==> src/hw/rtl/fsq_pkg.sv <==
// Package for the four-sum quadruplet search unit: codes, widths, defaults.
// No dependencies.
`default_nettype none
package fsq_pkg;
    localparam int StoreDepthDefault = 64;
    localparam int ValW = 16;
    localparam int SumW = 18;

    typedef enum logic [1:0] {
        MODE_CLEAR = 2'd0,
        MODE_LOAD  = 2'd1,
        MODE_FETCH = 2'd2,
        MODE_NONE  = 2'd3
    } t_mode;

    typedef enum logic [1:0] {
        ST_OK    = 2'd0,
        ST_FULL  = 2'd1,
        ST_QUAD  = 2'd2,
        ST_DONE  = 2'd3
    } t_status;

    typedef enum logic [1:0] {
        PH_IDLE   = 2'd0,
        PH_SEARCH = 2'd1,
        PH_DONE   = 2'd2
    } t_phase;

    localparam logic [1:0] REG_TARGET = 2'd0;
endpackage
`default_nettype wire

==> src/hw/rtl/fsq_ram.sv <==
// Generic single-port RAM with registered read.
// No dependencies.
`default_nettype none
module fsq_ram #(
    parameter int WIDTH = 16,
    parameter int DEPTH = 64
) (
    input  wire logic                     i_clk,
    input  wire logic                     i_we,
    input  wire logic [$clog2(DEPTH)-1:0] i_addr,
    input  wire logic [WIDTH-1:0]         i_wdata,
    output logic      [WIDTH-1:0]         o_rdata
);
    logic [WIDTH-1:0] r_mem [DEPTH];

    always_ff @(posedge i_clk) begin
        if (i_we) begin
            r_mem[i_addr] <= i_wdata;
        end
        o_rdata <= r_mem[i_addr];
    end
endmodule
`default_nettype wire

==> src/hw/rtl/four_sum_quadruplet_search_unit.sv <==
// Four-sum quadruplet search unit: sorted store plus resumable two-pointer search.
// Depends on fsq_pkg and fsq_ram.
// A load shifts each larger entry up one slot before it writes the new value; a fetch
// reads four entries per pointer step and skips duplicate entries after a match and at
// an outer index, all through the single RAM port.
// Throughput: one word at a time, busy high until the result strobe.
// Reset (synchronous, active low) empties the store and zeroes r_target.
`default_nettype none
module four_sum_quadruplet_search_unit #(
    parameter int STORE_DEPTH = fsq_pkg::StoreDepthDefault
) (
    input  wire logic        i_clk,
    input  wire logic        i_rst_n,
    input  wire logic        start,
    output logic             busy,
    input  wire logic [1:0]  i_mode,
    input  wire logic signed [15:0] i_value,
    output logic             o_strobe,
    output logic [1:0]       o_status,
    output logic signed [15:0] o_smallest,
    output logic signed [15:0] o_second_value,
    output logic signed [15:0] o_third_value,
    output logic signed [15:0] o_largest,
    input  wire logic        psel,
    input  wire logic        penable,
    input  wire logic        pwrite,
    input  wire logic [1:0]  paddr,
    input  wire logic [31:0] pwdata,
    output logic [31:0]      prdata,
    output logic             pready
);
    import fsq_pkg::*;

    localparam int AW = $clog2(STORE_DEPTH);
    localparam int CW = AW + 1;
    localparam int NW = SumW + 1;
    localparam logic [CW-1:0] DEPTH_C = CW'(STORE_DEPTH);

    typedef enum logic [4:0] {
        S_IDLE, S_LD_RD, S_LD_WT, S_LD_CMP, S_LD_PUT,
        S_F_TOP, S_RD_A, S_RD_B, S_RD_L, S_RD_H, S_CATCH,
        S_EVAL, S_SKL, S_SKH, S_NXS, S_NXF, S_OUT
    } t_state;

    t_state r_state, r_ret;
    t_phase r_phase;
    logic [CW-1:0] r_cnt, r_fi, r_si, r_lo, r_hi, r_p;
    logic signed [SumW-1:0] r_target;
    logic signed [ValW-1:0] r_a, r_b, r_lv, r_hv, r_tmp, r_v;
    logic [1:0] r_status;
    logic [1:0] r_sel;

    logic we;
    logic [AW-1:0] addr;
    logic [ValW-1:0] wdata, rdata;
    logic signed [ValW-1:0] rd_s;
    logic signed [NW-1:0] need, s2;
    logic nx_last, nx_diff, nx_done;
    logic [CW-1:0] nx_res;

    fsq_ram #(.WIDTH(ValW), .DEPTH(STORE_DEPTH)) u_ram (
        .i_clk(i_clk), .i_we(we), .i_addr(addr), .i_wdata(wdata), .o_rdata(rdata)
    );

    assign rd_s = signed'(rdata);
    assign need = NW'(r_target) - NW'(r_a) - NW'(r_b);
    assign s2 = NW'(r_lv) + NW'(r_hv);
    assign busy = (r_state != S_IDLE);
    assign pready = 1'b1;
    assign prdata = (paddr == REG_TARGET) ? {{(32-SumW){r_target[SumW-1]}}, r_target} : 32'd0;

    // duplicate walk: r_tmp holds the first entry, r_p the entry being compared
    assign nx_last = (r_p >= r_cnt - CW'(1));
    assign nx_diff = (r_sel == 2'd3) && (rd_s != r_tmp);
    assign nx_done = ((r_sel == 2'd1) && nx_last) || ((r_sel == 2'd3) && (nx_diff || nx_last));
    assign nx_res = nx_diff ? r_p : r_p + CW'(1);

    // one RAM port shared by all steps
    always_comb begin
        we = 1'b0;
        wdata = r_tmp;
        addr = r_p[AW-1:0];
        unique case (r_state)
            S_LD_RD: addr = AW'(r_p - CW'(1));
            S_LD_CMP: begin
                we = (r_p != '0) && (r_tmp > r_v);
                addr = r_p[AW-1:0];
            end
            S_LD_PUT: begin
                we = 1'b1;
                wdata = r_v;
            end
            S_RD_A: addr = r_fi[AW-1:0];
            S_RD_B: addr = r_si[AW-1:0];
            S_RD_L: addr = r_lo[AW-1:0];
            S_RD_H: addr = r_hi[AW-1:0];
            default: addr = r_p[AW-1:0];
        endcase
    end

    always_ff @(posedge i_clk) begin
        o_strobe <= 1'b0;
        if (!i_rst_n) begin
            r_state <= S_IDLE;
            r_ret <= S_IDLE;
            r_phase <= PH_IDLE;
            r_cnt <= '0;
            r_fi <= '0; r_si <= '0; r_lo <= '0; r_hi <= '0; r_p <= '0;
            r_target <= '0;
            r_sel <= '0;
            r_status <= ST_OK;
            o_status <= '0;
            o_smallest <= '0; o_second_value <= '0;
            o_third_value <= '0; o_largest <= '0;
        end else begin
            if (psel && penable && pwrite && paddr == REG_TARGET) begin
                r_target <= pwdata[SumW-1:0];
                r_phase <= PH_IDLE;
            end
            unique case (r_state)
                S_IDLE: if (start) begin
                    r_status <= ST_OK;
                    unique case (t_mode'(i_mode))
                        MODE_CLEAR: begin
                            r_cnt <= '0;
                            r_phase <= PH_IDLE;
                            r_state <= S_OUT;
                        end
                        MODE_LOAD: begin
                            r_phase <= PH_IDLE;
                            r_v <= i_value;
                            r_p <= r_cnt;
                            if (r_cnt >= DEPTH_C) begin
                                r_status <= ST_FULL;
                                r_state <= S_OUT;
                            end else if (r_cnt == '0) begin
                                r_state <= S_LD_PUT;
                            end else begin
                                r_state <= S_LD_RD;
                            end
                        end
                        MODE_FETCH: begin
                            if (r_phase == PH_IDLE) begin
                                r_fi <= '0;
                                r_si <= CW'(1);
                                r_lo <= CW'(2);
                                r_hi <= r_cnt - CW'(1);
                                r_phase <= PH_SEARCH;
                                r_state <= S_F_TOP;
                            end else if (r_phase == PH_SEARCH) begin
                                r_state <= S_F_TOP;
                            end else begin
                                r_status <= ST_DONE;
                                r_state <= S_OUT;
                            end
                        end
                        default: r_state <= S_OUT;
                    endcase
                end
                S_LD_RD: r_state <= S_LD_WT;
                S_LD_WT: begin
                    r_tmp <= rd_s;
                    r_state <= S_LD_CMP;
                end
                S_LD_CMP: begin
                    // shift the larger entry up one slot
                    if (r_tmp > r_v) begin
                        r_p <= r_p - CW'(1);
                        r_state <= (r_p == CW'(1)) ? S_LD_PUT : S_LD_RD;
                    end else begin
                        r_state <= S_LD_PUT;
                    end
                end
                S_LD_PUT: begin
                    r_cnt <= r_cnt + CW'(1);
                    r_state <= S_OUT;
                end
                S_F_TOP: begin
                    if (r_fi >= r_cnt) begin
                        r_phase <= PH_DONE;
                        r_status <= ST_DONE;
                        r_state <= S_OUT;
                    end else if (r_si >= r_cnt) begin
                        r_p <= r_fi;
                        r_state <= S_NXF;
                        r_sel <= 2'd0;
                    end else if (r_lo < r_hi) begin
                        r_state <= S_RD_A;
                    end else begin
                        r_p <= r_si;
                        r_state <= S_NXS;
                        r_sel <= 2'd0;
                    end
                end
                S_RD_A: begin r_ret <= S_RD_B; r_sel <= 2'd0; r_state <= S_CATCH; end
                S_RD_B: begin r_ret <= S_RD_L; r_sel <= 2'd1; r_state <= S_CATCH; end
                S_RD_L: begin r_ret <= S_RD_H; r_sel <= 2'd2; r_state <= S_CATCH; end
                S_RD_H: begin r_ret <= S_EVAL; r_sel <= 2'd3; r_state <= S_CATCH; end
                S_CATCH: begin
                    unique case (r_sel)
                        2'd0: r_a <= rd_s;
                        2'd1: r_b <= rd_s;
                        2'd2: r_lv <= rd_s;
                        default: r_hv <= rd_s;
                    endcase
                    r_state <= r_ret;
                end
                S_EVAL: begin
                    if (s2 == need) begin
                        o_smallest <= r_a; o_second_value <= r_b;
                        o_third_value <= r_lv; o_largest <= r_hv;
                        r_status <= ST_QUAD;
                        r_p <= r_lo;
                        r_sel <= 2'd0;
                        r_state <= S_SKL;
                    end else begin
                        if (s2 > need) r_hi <= r_hi - CW'(1);
                        else r_lo <= r_lo + CW'(1);
                        r_state <= S_F_TOP;
                    end
                end
                S_SKL: begin
                    // r_sel: 0 issue read, 1 wait, 2 compare
                    if (r_sel == 2'd0) begin
                        if (r_lo <= r_hi) begin r_p <= r_lo; r_sel <= 2'd1; end
                        else begin r_p <= r_hi; r_state <= S_SKH; end
                    end else if (r_sel == 2'd1) begin
                        r_sel <= 2'd2;
                    end else begin
                        r_sel <= 2'd0;
                        if (rd_s == r_lv) r_lo <= r_lo + CW'(1);
                        else begin r_p <= r_hi; r_state <= S_SKH; end
                    end
                end
                S_SKH: begin
                    if (r_sel == 2'd0) begin
                        if (r_lo <= r_hi) begin r_p <= r_hi; r_sel <= 2'd1; end
                        else r_state <= S_OUT;
                    end else if (r_sel == 2'd1) begin
                        r_sel <= 2'd2;
                    end else begin
                        r_sel <= 2'd0;
                        if (rd_s == r_hv) r_hi <= r_hi - CW'(1);
                        else r_state <= S_OUT;
                    end
                end
                S_NXS, S_NXF: begin
                    // r_sel: 0 read first, 1 latch first, 2 read next, 3 compare
                    if (nx_done) begin
                        r_sel <= 2'd0;
                        r_state <= S_F_TOP;
                        r_hi <= r_cnt - CW'(1);
                        if (r_state == S_NXS) begin
                            r_si <= nx_res;
                            r_lo <= nx_res + CW'(1);
                        end else begin
                            r_fi <= nx_res;
                            r_si <= nx_res + CW'(1);
                            r_lo <= nx_res + CW'(2);
                        end
                    end else begin
                        unique case (r_sel)
                            2'd0: r_sel <= 2'd1;
                            2'd1: begin
                                r_tmp <= rd_s;
                                r_p <= r_p + CW'(1);
                                r_sel <= 2'd2;
                            end
                            2'd2: r_sel <= 2'd3;
                            default: begin
                                r_p <= r_p + CW'(1);
                                r_sel <= 2'd2;
                            end
                        endcase
                    end
                end
                S_OUT: begin
                    o_strobe <= 1'b1;
                    o_status <= r_status;
                    if (r_status != ST_QUAD) begin
                        o_smallest <= '0; o_second_value <= '0;
                        o_third_value <= '0; o_largest <= '0;
                    end
                    r_state <= S_IDLE;
                end
                default: r_state <= S_IDLE;
            endcase
        end
    end

    a_cnt_range: assert property (@(posedge i_clk) disable iff (!i_rst_n)
        r_cnt <= DEPTH_C) else $error("entry count above depth");
    a_strobe_idle: assert property (@(posedge i_clk) disable iff (!i_rst_n)
        o_strobe |-> !busy) else $error("strobe while busy");
    a_quad_search: assert property (@(posedge i_clk) disable iff (!i_rst_n)
        (o_strobe && o_status == ST_QUAD) |-> r_phase == PH_SEARCH)
        else $error("quadruplet outside search");
endmodule
`default_nettype wire

==> config.mk <==
export PLATFORM = sky130hd
export DESIGN_NAME = four_sum_quadruplet_search_unit
export DESIGN_NICKNAME = d
export VERILOG_FILES = /design/src/hw/rtl/fsq_pkg.sv /design/src/hw/rtl/fsq_ram.sv /design/src/hw/rtl/four_sum_quadruplet_search_unit.sv
export SDC_FILE = /design/constraint.sdc
export NUM_CORES = 2
export LEC_CHECK = 0
export BUFFER_PORTS_ARGS = -buffer_cell sky130_fd_sc_hd__buf_2
export CAP_MARGIN = 20
export CORE_ASPECT_RATIO = 1.75
export CORE_UTILIZATION = 25
export CTS_CLUSTER_SIZE = 16
export DETAILED_ROUTE_END_ITERATION = 10
export PLACE_DENSITY = 0.5
export SLEW_MARGIN = 40
export SYNTH_ARGS = -nofsm -noshare
export SYNTH_HDL_FRONTEND = slang
export SYNTH_SLANG_ARGS = --single-unit
export TNS_END_PERCENT = 10
==> constraint.sdc <==
create_clock -name i_clk -period 6.7 [get_ports i_clk]
set_input_delay 1.34 -clock i_clk [delete_from_list [all_inputs] [get_ports i_clk]]
set_output_delay 1.34 -clock i_clk [all_outputs]
set_load 0.03 [all_outputs]
# After elaboration in Yosys (flattened, before gate mapping)
# Memories as Yosys holds them, arrays and structs flattened. A register that Yosys moved wholly into a read port is not among the register bits.
# Index checks and enable logic that the tools add are counted.
dict set report word_totals {
  inputBits 58
  ramBits 1024
  output_inout_bits 101
  memories 1
  regBits 239
}
dict set report classes {
  eq_ne 62
  magnitude_cmp 8
  n_bitwise 1
  n_mux 119
  n_addsub 11
  n_reduce_logical 49
}
# memory depth width read_ports rd_ports_with_merged_regs write_ports line
set mem_list {}
lappend mem_list {u_ram.r_mem 64 16 1 1 1 fsq_ram.sv:14} ;# logic [WIDTH-1:0] r_mem [DEPTH];
# operator count
set ops {}
lappend ops {{$mux W7} 47}
lappend ops {{$pmux W16 S2} 5}
lappend ops {{$mux W16} 8}
lappend ops {{$mux W5} 14}
lappend ops {{$pmux W5 S12} 1}
lappend ops {{$pmux W7 S4} 2}
lappend ops {{$pmux W7 S7} 1}
lappend ops {{$ne A2 B2 Y1 const B} 24}
lappend ops {{$pmux W7 S2} 3}
lappend ops {{$eq A5 B4 Y1 const B} 8}
lappend ops {{$mux W2} 17}
lappend ops {{$eq A16 B16 Y1} 2}
lappend ops {{$mux W32} 1}
lappend ops {{$pmux W6 S5} 1}
lappend ops {{$add A7 B1 Y7 const B} 4}
lappend ops {{$ge A7 B7 Y1} 3}
lappend ops {{$ne A3 B3 Y1 const B} 7}
lappend ops {{$sub A7 B1 Y7 const B} 3}
lappend ops {{$eq A5 B3 Y1 const B} 4}
lappend ops {{$pmux W5 S4} 1}
lappend ops {{$reduce_and A10 Y1} 2}
lappend ops {{$eq A17 B19 Y1} 1}
lappend ops {{$gt A17 B19 Y1} 1}
lappend ops {{$sub A18 B16 Y19} 1}
lappend ops {{45 further kinds} 89}

# Longest topological paths before layout
dict set report depth {
  ltp_word 8
  mapped_depth 27
  depth_no_buf 25
}

# Modules after synthesis
# A second synthesis with hierarchy kept.
dict set report hier_totals {
  hier_cells 3985
  area_unflattened_um2 54858.9
}
# module area_each_um2 n_inst cells_per_inst seq_area_each_um2
set by_module_without_submodules {}
lappend by_module_without_submodules {fsq_ram 39909.5 1 2279 31069.8}
lappend by_module_without_submodules {four_sum_quadruplet_search_unit 14949.3 1 1706 5725.5}

# Least setup slack after synthesis
# No wires, ideal clock.
dict set report synth_path {
  path_type {flip-flop to flip-flop}
  start {register r_a[0]}
  end {register r_p[0]}
  required_ps 6551
  path_stages_with_launch 24
  t_arrival_ps 5078
  setup_time_ps 149
  path_buffers 0
  path_slack_ps 1473
  synth_period_minus_slack_ps 5227
  path_cell_list {edfxtp_1 fa_1 inv_1 ha_1 or2_2 fa_1 a21o_1 a21oi_1 o21bai_1 a21oi_1 o31ai_1 a21o_1 a21oi_1 xor2_1 ha_1 nand3_1 nor2_1 nand4_1 nand2_1 o21ai_0 a2111o_1 a211oi_1 o2111ai_1 mux2i_1}
}
dict set report synth_via {
  elab_chain_len 5
}
# item line
set synth_lines {}
lappend synth_lines {{start, declared} four_sum_quadruplet_search_unit.sv:49} ;# logic signed [ValW-1:0] r_a, r_b, r_lv, r_hv, r_tmp, r_v;
lappend synth_lines {{start signal, assigned} four_sum_quadruplet_search_unit.sv:201} ;# 2'd0: r_a <= rd_s;
lappend synth_lines {{$sub A18 B16 Y19} four_sum_quadruplet_search_unit.sv:66} ;# assign need = NW'(r_target) - NW'(r_a) - NW'(r_b);
lappend synth_lines {{$sub A19 B16 Y19} four_sum_quadruplet_search_unit.sv:66}
lappend synth_lines {{$eq A17 B19 Y1} four_sum_quadruplet_search_unit.sv:209} ;# if (s2 == need) begin
lappend synth_lines {{$ne A2 B2 Y1 (no source line)} -}
lappend synth_lines {{$reduce_and A13 Y1 (no source line)} -}
lappend synth_lines {{end signal, assigned} four_sum_quadruplet_search_unit.sv:190} ;# r_p <= r_si;
lappend synth_lines {{end signal, assigned} four_sum_quadruplet_search_unit.sv:213} ;# r_p <= r_lo;
lappend synth_lines {{end signal, assigned} four_sum_quadruplet_search_unit.sv:266} ;# r_p <= r_p + CW'(1);
lappend synth_lines {{end, declared} four_sum_quadruplet_search_unit.sv:47} ;# logic [CW-1:0] r_cnt, r_fi, r_si, r_lo, r_hi, r_p;
# Every way passes these cells.
# A chain may end at the register's enable or synchronous reset.

# Worst setup path after layout
dict set report layout_path {
  start {register r_target[0]}
  end {register r_hi[0]}
}
dict set report layout_via {
  elab_chain_len 5
  elab_cells_between_ends 7
  cone_classes {2 x add/sub; 1 x order compare; 3 x eq/ne; 1 x reduce/logical}
}
# item line
set layout_lines {}
lappend layout_lines {{start, declared} four_sum_quadruplet_search_unit.sv:48} ;# logic signed [SumW-1:0] r_target;
lappend layout_lines {{start signal, assigned} four_sum_quadruplet_search_unit.sv:117} ;# r_target <= pwdata[SumW-1:0];
lappend layout_lines {{$sub A18 B16 Y19 (*)} four_sum_quadruplet_search_unit.sv:66}
lappend layout_lines {{$sub A19 B16 Y19 (*)} four_sum_quadruplet_search_unit.sv:66}
lappend layout_lines {{$gt A17 B19 Y1 or $eq A17 B19 Y1 (tied branches)} {four_sum_quadruplet_search_unit.sv:217, four_sum_quadruplet_search_unit.sv:209}}
lappend layout_lines {{$ne A2 B2 Y1 (no source line)} -}
lappend layout_lines {{$reduce_and A10 Y1 (no source line) (*)} -}
lappend layout_lines {{end signal, assigned} four_sum_quadruplet_search_unit.sv:217} ;# if (s2 > need) r_hi <= r_hi - CW'(1);
lappend layout_lines {{end signal, assigned} four_sum_quadruplet_search_unit.sv:243} ;# if (rd_s == r_hv) r_hi <= r_hi - CW'(1);
lappend layout_lines {{end signal, assigned} four_sum_quadruplet_search_unit.sv:252} ;# r_hi <= r_cnt - CW'(1);
lappend layout_lines {{end, declared} four_sum_quadruplet_search_unit.sv:47}
# Every way passes the cells marked *; elsewhere a longest branch is shown, timed or not.

==> results.md <==
- Detailed Place HPWL: 127000 um
- Post-synth top area cell: edfxtp_1
- Port bufs: 143
- Root Driver: clkbuf_16
- FF-to-FF path depth: 22
- EDFF count, synth: 1120
- Async SR Flop Fraction: 0
- Startpoint types: register
- Post-route ant nets: 0
- CP peak stage delay: 0.75 ns
- # hold bufs at CTS: 0
- Worst path depth: 22
- Syn Nets: 4024
- Num CTS Buffers: 111
- CP endpoint kind: register
- Post-synth top flop: edfxtp_1
- Largest net degree at the start of global routing: 69
- Mapped Cells: 3833
- Layout overhead on the synthesized area: 16.8%
- Post-cts sizing count: 0
- FF+latch area: 0.0368 sq mm
- Drt pass-1 iters: 6
- Netlist Area Pre-Place: 0.0536 sq mm
- Area after DPL: 0.0591 sq mm
- CP max-delay cell: or4b_1
- Achievable frequency: 163 MHz
- Vias per cell: 5.03
- Fraction of layout instances using a drive strength above 1: 0.161
- YS warnings: 0
- HP Class: reg2reg
- Post-Synth Adder-Cell Area: 0.0337
- Post-synthesis compound-gate area fraction: 0.133
- First-pass GRT wire length: 268000 um
- #FFs+latches synth: 1278
- I/O pins: 159
- Post-Synth XOR/XNOR Area: 0.0180
- CTS max path bufs: 3
- FF-to-FF End: r_hi[0]
- Power per cell area: 354 mW/mm^2
- Die height: 615 um
- Post-Route WL: 190000 um
- Die Area: 0.217 sq mm
- Minimum clock period: 6.12 ns
- Worst-margin pin slew: 0.966 ns
- Post-CTS Setup Inserts: 0
- RSZ-0062 raised after global routing: false
- DRC viols: 0
- Sequential share of the synthesized area: 0.686
- Outcome: completed
- Reg2reg start: r_target[0]
- GRT Total Usage: 0.170
- Leakage power: 20.5 nW
- Maximum vdd ir drop: 226 uV
- Netlist cell types: 100
- Worst setup path endpoint: r_hi[0]
- Worst Hold Depth: 2
- Cell mode on critical path: a21oi_1
- # Max-Cap Violations: 0
- Core area: 0.213 sq mm
- Critical path peak fanout: 11
- Initial DRC Count: 2881
- CTS tree: yes
- Worst hold start: o_smallest[9]
- Largest family of logic cells by synthesized area: compound AO/OA/AOI/OAI gates
- Fin Hold WS: 0.448 ns
- Vias post-DR: 35200
- CTS H-tree depth: 3
- Finished Cell Area: 0.0626 sq mm
- Fillers: 21500
- Kind of critical path: reg2reg
- Crit path buf inv count: 2
- Chain of cells forming the critical path: inv_1, fa_1, inv_1, ha_1, or2_2, fa_1, a21o_1, a21oi_1, o21bai_1, a21oi_1, o31ai_2, a21o_1, a21oi_1, xor2_1, ha_1, nand3_1, or3_1, a31oi_1, nor3_1, or4b_1, or3_1, a31oi_1
- Final setup TNS: 0 ns
- Crit path required time: 7.32 ns
- Ranking of synthesized cells by area: edfxtp_1 (63%), dfxtp_1 (5.9%), a22oi_1 (3.9%)
- Clk_lat worst skew: 0.75 ns
- Final max-slew violation count: 0
- Syn Area/Cell: 14.0 sq um
- Final setup viols: 0
- R2r setup slk: 0.58 ns
- Clock Skews: 0.0695 ns
- Largest delay contributor family on the critical path: simple AND/OR/NAND/NOR gates
- Fin nets: 4260
- Grt ovf: 0
- Area of the multi-input gates: 0.0158 sq mm
- Die width: 352 um
- Row count: 224
- Relative slew slack: 0.353
- Multiplexer share of the synthesized area: 0.0127
- Initial Utilization: 0.252
- Worst Setup SP: r_target[0]
- Tcrit/Tclk final: 0.913
- Simple-Gate Fraction of Synth Area: 0.0882
- Top-area cell type share of the netlist area: 0.627
- Vias in the first global route: 35400
- WL/cell: 27.2 um
- Final Hold Viols: 0
- Clk sink count: 1278
- GPL Wtd Cong: 0.907
- Initial antenna violation count: 9
- Clock slew at reported path FFs: 0.07 ns
- WP data arrival: 6.73 ns
## logic make-up after synthesis
| group | count (synthesis) |
|---|---|
| flops | 1278 |
| compound gates | 994 |
| simple gates | 910 |
| buf+inv | 342 |
| fa+ha+maj | 133 |
| xor+xnor | 110 |
| mux | 65 |
| other cells | 1 |
## state kept, by name (all words and copies together), names as in the netlist, 4 cells and up
register / cells
o_third_value: 16
r_v: 16
r_b: 16
u_ram.o_rdata: 16
o_smallest: 16
r_hv: 16
r_lo: 7
u_ram.r_mem: 1024
r_hi: 7
o_second_value: 16
r_fi: 7
r_cnt: 7
r_a: 16
r_ret: 4
r_si: 7
o_largest: 16
r_p: 7
r_tmp: 16
r_state: 5
r_lv: 16
r_target: 18
## area by class of cell
class | count | area share
multi-input cells | 2213 | 0.252
well taps | 2825 | 0.0564
flip-flops and latches | 1278 | 0.587
inverters | 97 | 0.00585
clock inverters | 75 | 0.00999
clock buffers | 133 | 0.0460
repair buffers | 368 | 0.0423
diodes | 7 | 0.000280
## worst min-delay path, delay by kind of cell (launching register included)
family          cells  cell delay (ns)
compound gates      1             0.05
simple gates        1             0.05
flops               1             0.31
## report_power, final
| part | switching, mW | internal (mW) |
|---|---|---|
| Sequential | 0.294 | 9.10 |
| Combinational | 4.56 | 1.87 |
| Clock | 3.04 | 3.32 |
| Total | 7.89 | 14.3 |
## per-layer routing
metal	vias up	GRT usage	wire (um)
met2	1276	0.318	101000
met1	17900	0.173	65200
met4	6	0.124	15300
met3	390	0.0210	8910
li1	15600	-	-
met5	-	0	32
## how the worst min path moves through the flow
stage / slack (ns) / to
2_1_floorplan: 0.44 / r_target[0]
3_3_place_gp: 0.44 / o_second_value[12]
3_5_place_dp: 0.44 / o_smallest[4]
4_1_cts: 0.45 / o_smallest[4]
5_1_grt: 0.47 / o_third_value[1]
6_report: 0.45 / o_smallest[9]
## cell usage after synthesis, types with 42 or more instances
cell,n
nor3_1,54
nor2_1,168
ha_1,114
a22oi_1,280
buf_2,81
a31oi_1,55
and4_1,57
nand3_1,107
clkbuf_1,112
edfxtp_1,1120
mux2i_1,42
dfxtp_1,158
inv_1,94
o21ai_0,79
a22o_1,99
nand2_1,261
a21oi_1,182
nand4_1,59
xnor2_1,85
and3_1,45
## layout by cell type (no fill, tap or decap), drive strengths merged, types with 31 or more instances in the layout
cell type  instances
a22o              99
nand4             60
nor3              59
o21ai             88
xnor2             85
a21oi            184
a221oi            34
nand3            107
clkbuf           133
buf              368
and4              58
ha               114
nor2             171
mux2i             42
clkinv            56
dfxtp            158
nand2            263
nor4              37
inv              100
a22oi            280
o22ai             31
edfxtp          1120
a31oi             55
and3              45
## through the flow
step	total power, mW	utilization	setup WS [ns]	cells
2_1_floorplan	12.6	-	1.47	3833
3_3_place_gp	15.8	0.277	0.480	6774
3_5_place_dp	15.9	0.277	0.566	6780
4_1_cts	22.3	0.294	0.512	6988
5_1_grt	22.8	0.294	0.213	6993
6_report	22.2	0.294	0.582	6996
(Power assumes the default switching activity.)
